**src/rtl/core/tgs_pkg.sv**
```systemverilog
`default_nettype none

package tgs_pkg;

    localparam int SCORE_W = 24;
    localparam int INDEX_W = 7;
    localparam int VALUE_W = 23;
    localparam int COUNT_W = 13;
    localparam int CFG_W   = 16;

    localparam int ERROR_LIMIT = 10000;

    typedef struct packed {
        logic signed [SCORE_W-1:0] score;
        logic                      is_false_detection;
        logic                      last;
    } in_word_t;

    typedef struct packed {
        logic [INDEX_W-1:0] best_grid_index;
        logic [VALUE_W-1:0] best_threshold;
        logic [VALUE_W-1:0] peak_score;
        logic [COUNT_W-1:0] false_alarms;
        logic [COUNT_W-1:0] misses;
        logic               found_best;
        logic               item_overflow;
    } out_word_t;

    typedef struct packed {
        logic load;
        logic sweep_init;
        logic read;
        logic eval;
        logic div_step;
        logic finish;
    } cmd_t;

    typedef struct packed {
        logic scan_end;
        logic k_last;
    } status_t;

endpackage

`default_nettype wire

```
**src/rtl/core/tgs_ctrl.sv**
```systemverilog
`default_nettype none

module tgs_ctrl
    import tgs_pkg::*;
(
    input  wire logic    clk,
    input  wire logic    rst_n,
    input  wire logic    start,
    input  wire logic    last,
    input  wire status_t status,
    output cmd_t         cmd,
    output logic         busy,
    output logic         done
);

    typedef enum logic [5:0] {
        S_IDLE  = 6'b000001,
        S_SCAN  = 6'b000010,
        S_DRAIN = 6'b000100,
        S_EVAL  = 6'b001000,
        S_DIV   = 6'b010000,
        S_DONE  = 6'b100000
    } state_t;

    state_t state_reg;
    state_t state_next;

    always_comb
    begin
        state_next = state_reg;
        cmd        = '0;
        unique case (state_reg)
            S_IDLE:
            begin
                if (start)
                begin
                    cmd.load = 1'b1;
                    if (last)
                    begin
                        cmd.sweep_init = 1'b1;
                        state_next     = S_SCAN;
                    end
                end
            end
            S_SCAN:
            begin
                if (status.scan_end)
                begin
                    state_next = S_DRAIN;
                end
                else
                begin
                    cmd.read = 1'b1;
                end
            end
            S_DRAIN:
            begin
                state_next = S_EVAL;
            end
            S_EVAL:
            begin
                cmd.eval   = 1'b1;
                state_next = status.k_last ? S_DIV : S_SCAN;
            end
            S_DIV:
            begin
                cmd.div_step = 1'b1;
                state_next   = S_DONE;
            end
            S_DONE:
            begin
                cmd.finish = 1'b1;
                state_next = S_IDLE;
            end
            default:
            begin
                state_next = S_IDLE;
            end
        endcase
    end

    always_ff @(posedge clk or negedge rst_n)
    begin
        if (!rst_n)
        begin
            state_reg <= S_IDLE;
        end
        else
        begin
            state_reg <= state_next;
        end
    end

    assign busy = (state_reg != S_IDLE);
    assign done = (state_reg == S_DONE);

endmodule

`default_nettype wire

```
**config.mk**
```make
export PLATFORM = sky130hd
export DESIGN_NAME = tgs_ctrl
export DESIGN_NICKNAME = d
export VERILOG_FILES = /design/src/rtl/core/tgs_pkg.sv /design/src/rtl/core/tgs_ctrl.sv
export SDC_FILE = /design/constraint.sdc
export NUM_CORES = 1
export LEC_CHECK = 0
export BUFFER_PORTS_ARGS = -buffer_cell sky130_fd_sc_hd__buf_2
export CORE_AREA = 2 2 39 41
export DETAILED_ROUTE_END_ITERATION = 10
export DIE_AREA = 0 0 41 43
export PLACE_DENSITY = 0.53
export RECOVER_POWER = 50
export SYNTH_ARGS = -nofsm -noshare
export SYNTH_HDL_FRONTEND = slang
export SYNTH_SLANG_ARGS = --single-unit
export TNS_END_PERCENT = 1
```
**constraint.sdc**
```tcl
create_clock -name clk -period 1.4 [get_ports clk]
set_input_delay 0.07 -clock clk [delete_from_list [all_inputs] [get_ports clk]]
set_output_delay 0.07 -clock clk [all_outputs]
set_load 0.02 [all_outputs]
```
==> flow_summary.json <==
{
  "synth-edff-count": 0,
  "syn-cell-area_um2": 345,
  "fin_crit_sh_pct": 105,
  "numCtsBuffers": 3,
  "period_minus_slack_ns": 1.46,
  "fin_util_pct": 39.8,
  "dieHeight_um": 43,
  "intPower_uw": 459,
  "dieArea_um2": 1760,
  "nets": 65,
  "crit_top_cell": "buf_4",
  "grt_usage_pct": 12.5,
  "crit_type": "flop to output pin",
  "diodes": 0,
  "worst_pin_slew_ns": 0.330,
  "ant_nets": 0,
  "fin_area_um2": 551,
  "p_comb_share_pct": 41.2,
  "design.core.area_um2": 1380,
  "antenna_found_initial": 0,
  "grt.overflow.total": 0,
  "power_density_nw_per_um2": 1270,
  "rows": 14,
  "leakagePower_uw": 0.000297,
  "firstDrtPassIters": 3,
  "drive_above_1_share_pct": 53.4,
  "postSynth.asyncResetShare_pct": 100,
  "clockBufferDepth": 2,
  "io_pins": 14,
  "required_ns": 1.33,
  "ff2ff_setup_slack_ns": 0.17,
  "maxCapViolCount": 0,
  "clock-sinks": 6,
  "ir_worst_vdd_mv": 0.870,
  "slew-limit-headroom_pct": 78.0,
  "htreeDepth": 1,
  "holdCritPathClass": "input pin to flop",
  "worstSetupEndpointType": "output pin",
  "p_sw_uw": 240,
  "finalClockSkew_ns": 0.00184,
  "grt_start_max_net_pins": 8,
  "setup_tns_ns": -0.242,
  "clock_latency_ns": 0.24,
  "path_cells": "nor4_4 -> buf_4 -> nand2_2 -> nor2_1 -> buf_4",
  "synth-main-ff-cell": "dfrtp_1",
  "initial_core_util_pct": 25.0,
  "violations": "setup timing",
  "largest_reg_flops": 6,
  "dpl_cell_area_um2": 438,
  "io_buffers": 13,
  "synth_warnings": 0,
  "viasPerCell": 4.76,
  "max_stage_delay_ns": 0.47,
  "ys_ff_latch": 6,
  "syn_to_final_growth_pct": 59.4,
  "worstPathArrival_ns": 1.39,
  "yosysSeqAreaShare_pct": 43.8,
  "drt_iter0_markers": 5,
  "fmax_ghz": 0.683,
  "rsz0062_at_grt": "true",
  "crit_slowest_cell": "dfrtp_2",
  "grt_pass1_vias": 354,
  "setup_slack_ns": -0.0640,
  "dp_hpwl_um": 599,
  "synthesis.nets": 42,
  "cts.clk_slew.worst_paths_ns": 0.05,
  "dr_total_vias": 352,
  "wl_per_cell_um": 11.5,
  "synth_cell_types": 21,
  "cp_max_fo": 7,
  "setup_viol": 5,
  "synth_cells": 36,
  "outcome": "finished with violations",
  "drv_slew": 0,
  "pwr-share-seq_pct": 34.3,
  "cts_tree": "done",
  "power_frac_clock_pct": 24.5,
  "post-place-ws_ns": 0.117,
  "root_buffer": "clkbuf_4",
  "avgSynthCellArea_um2": 9.59,
  "p_sw_share_pct": 34.3,
  "hold_viol_final": 0,
  "grt_pass1_wl_mm": 1.47,
  "start_kind": "flop",
  "wirelength_um": 851,
  "gp_congestion": 0.704,
  "dieWidth_um": 41,
  "drcViolationCount": 0
}
==> layout by cell type (no fill, tap or decap), drive strengths merged <==
| cell type | Yosys | layout |
|---|---|---|
| nand2 | 3 | 3 |
| o211ai | 1 | 1 |
| and4b | 2 | 2 |
| nor2 | 3 | 3 |
| and2 | 1 | 1 |
| nor2b | 2 | 2 |
| buf | 1 | 17 |
| dfstp | 1 | 1 |
| dfrtp | 5 | 5 |
| o221ai | 1 | 1 |
| a211o | 1 | 1 |
| nand3b | 1 | 1 |
| dlygate4sd3 | 0 | 1 |
| and3b | 1 | 1 |
| xor2 | 1 | 1 |
| inv | 2 | 2 |
| nor4 | 2 | 2 |
| and3 | 4 | 4 |
| o21ai | 2 | 2 |
| nand4 | 1 | 1 |
| nor3 | 1 | 1 |
| clkbuf | 0 | 5 |
==> power groups by stage <==
stage	Combinational [uW]	Sequential, uW	Clock (uW)
after floorplan	168	231	0
after global placement	240	237	0
after detailed placement	239	237	0
after CTS	284	237	181
after global routing	320	244	195
final	288	240	171
==> repair_timing <==
item,CTS,global route
hold buffers,1,0
resized for setup,12,4
setup buffers,3,0
pin swaps,5,0
gates cloned,0,0
endpoints found under the setup margin,6,8
hold endpoints to repair,6,0
==> cells by family (layout without fill, tap and decap cells) <==
| family | Yosys count | after routing | share of synthesized area, % |
|---|---|---|---|
| flops | 6 | 6 | 43.8 |
| xor+xnor | 1 | 1 | 2.54 |
| compound gates | 5 | 5 | 10.1 |
| buf+inv | 3 | 25 | 4.35 |
| simple gates | 21 | 21 | 39.1 |
==> worst max-delay path, delay by kind of cell, from the launching register on <==
family / cells / cell delay, ns
buffers and inverters: 2 / 0.32
and+or+nand+nor: 3 / 0.36
DFF: 1 / 0.47
==> cell type report <==
type / count / area [um^2]
Clock buffer: 4 / 26.3
Fill cell: 154 / 833
Inverter: 2 / 7.51
Multi-Input combinational cell: 27 / 210
Sequential cell: 6 / 155
Tap cell: 16 / 20.0
Timing Repair Buffer: 19 / 131
==> stage by stage <==
stage | power [uW] | hold WS (ns) | cells
after floorplan | 398 | -0.226 | 36
after global placement | 477 | -0.101 | 66
after detailed placement | 477 | -0.101 | 66
after CTS | 703 | 0.0469 | 74
after global routing | 760 | 0.0523 | 74
final | 698 | 0.0578 | 74
==> Yosys cell counts, types with 2 or more instances <==
library cell  number  area (um^2)
dfrtp_1            5          125
nand2_1            3         11.3
o21ai_0            2         10.0
nor2_1             3         11.3
nor2b_1            2         12.5
and4b_2            2         22.5
and3_1             4         25.0
inv_1              2         7.51
==> worst paths after layout <==
check | startpoint | to | depth (start not counted)
setup / recovery | state_reg[3] | cmd[3] | 5
hold / removal | status[0] | state_reg[4] | 2
setup reg to reg | state_reg[3] | state_reg[1] | 5
hold reg to reg | state_reg[5] | state_reg[0] | 1
max in group asynchronous | rst_n | state_reg[0] | 2
min in group asynchronous | rst_n | state_reg[4] | 2
==> metal layers <==
| layer | wire length [um] | track usage (%) | up-vias |
|---|---|---|---|
| li1 | - | - | 176 |
| met1 | 357 | 15.1 | 160 |
| met2 | 439 | 18.8 | 16 |
| met3 | 54 | 6.28 | 0 |
| met4 | 0 | 4.00 | 0 |
| met5 | 0 | 0 | - |
Note: power is estimated with default switching activity, not from simulation.
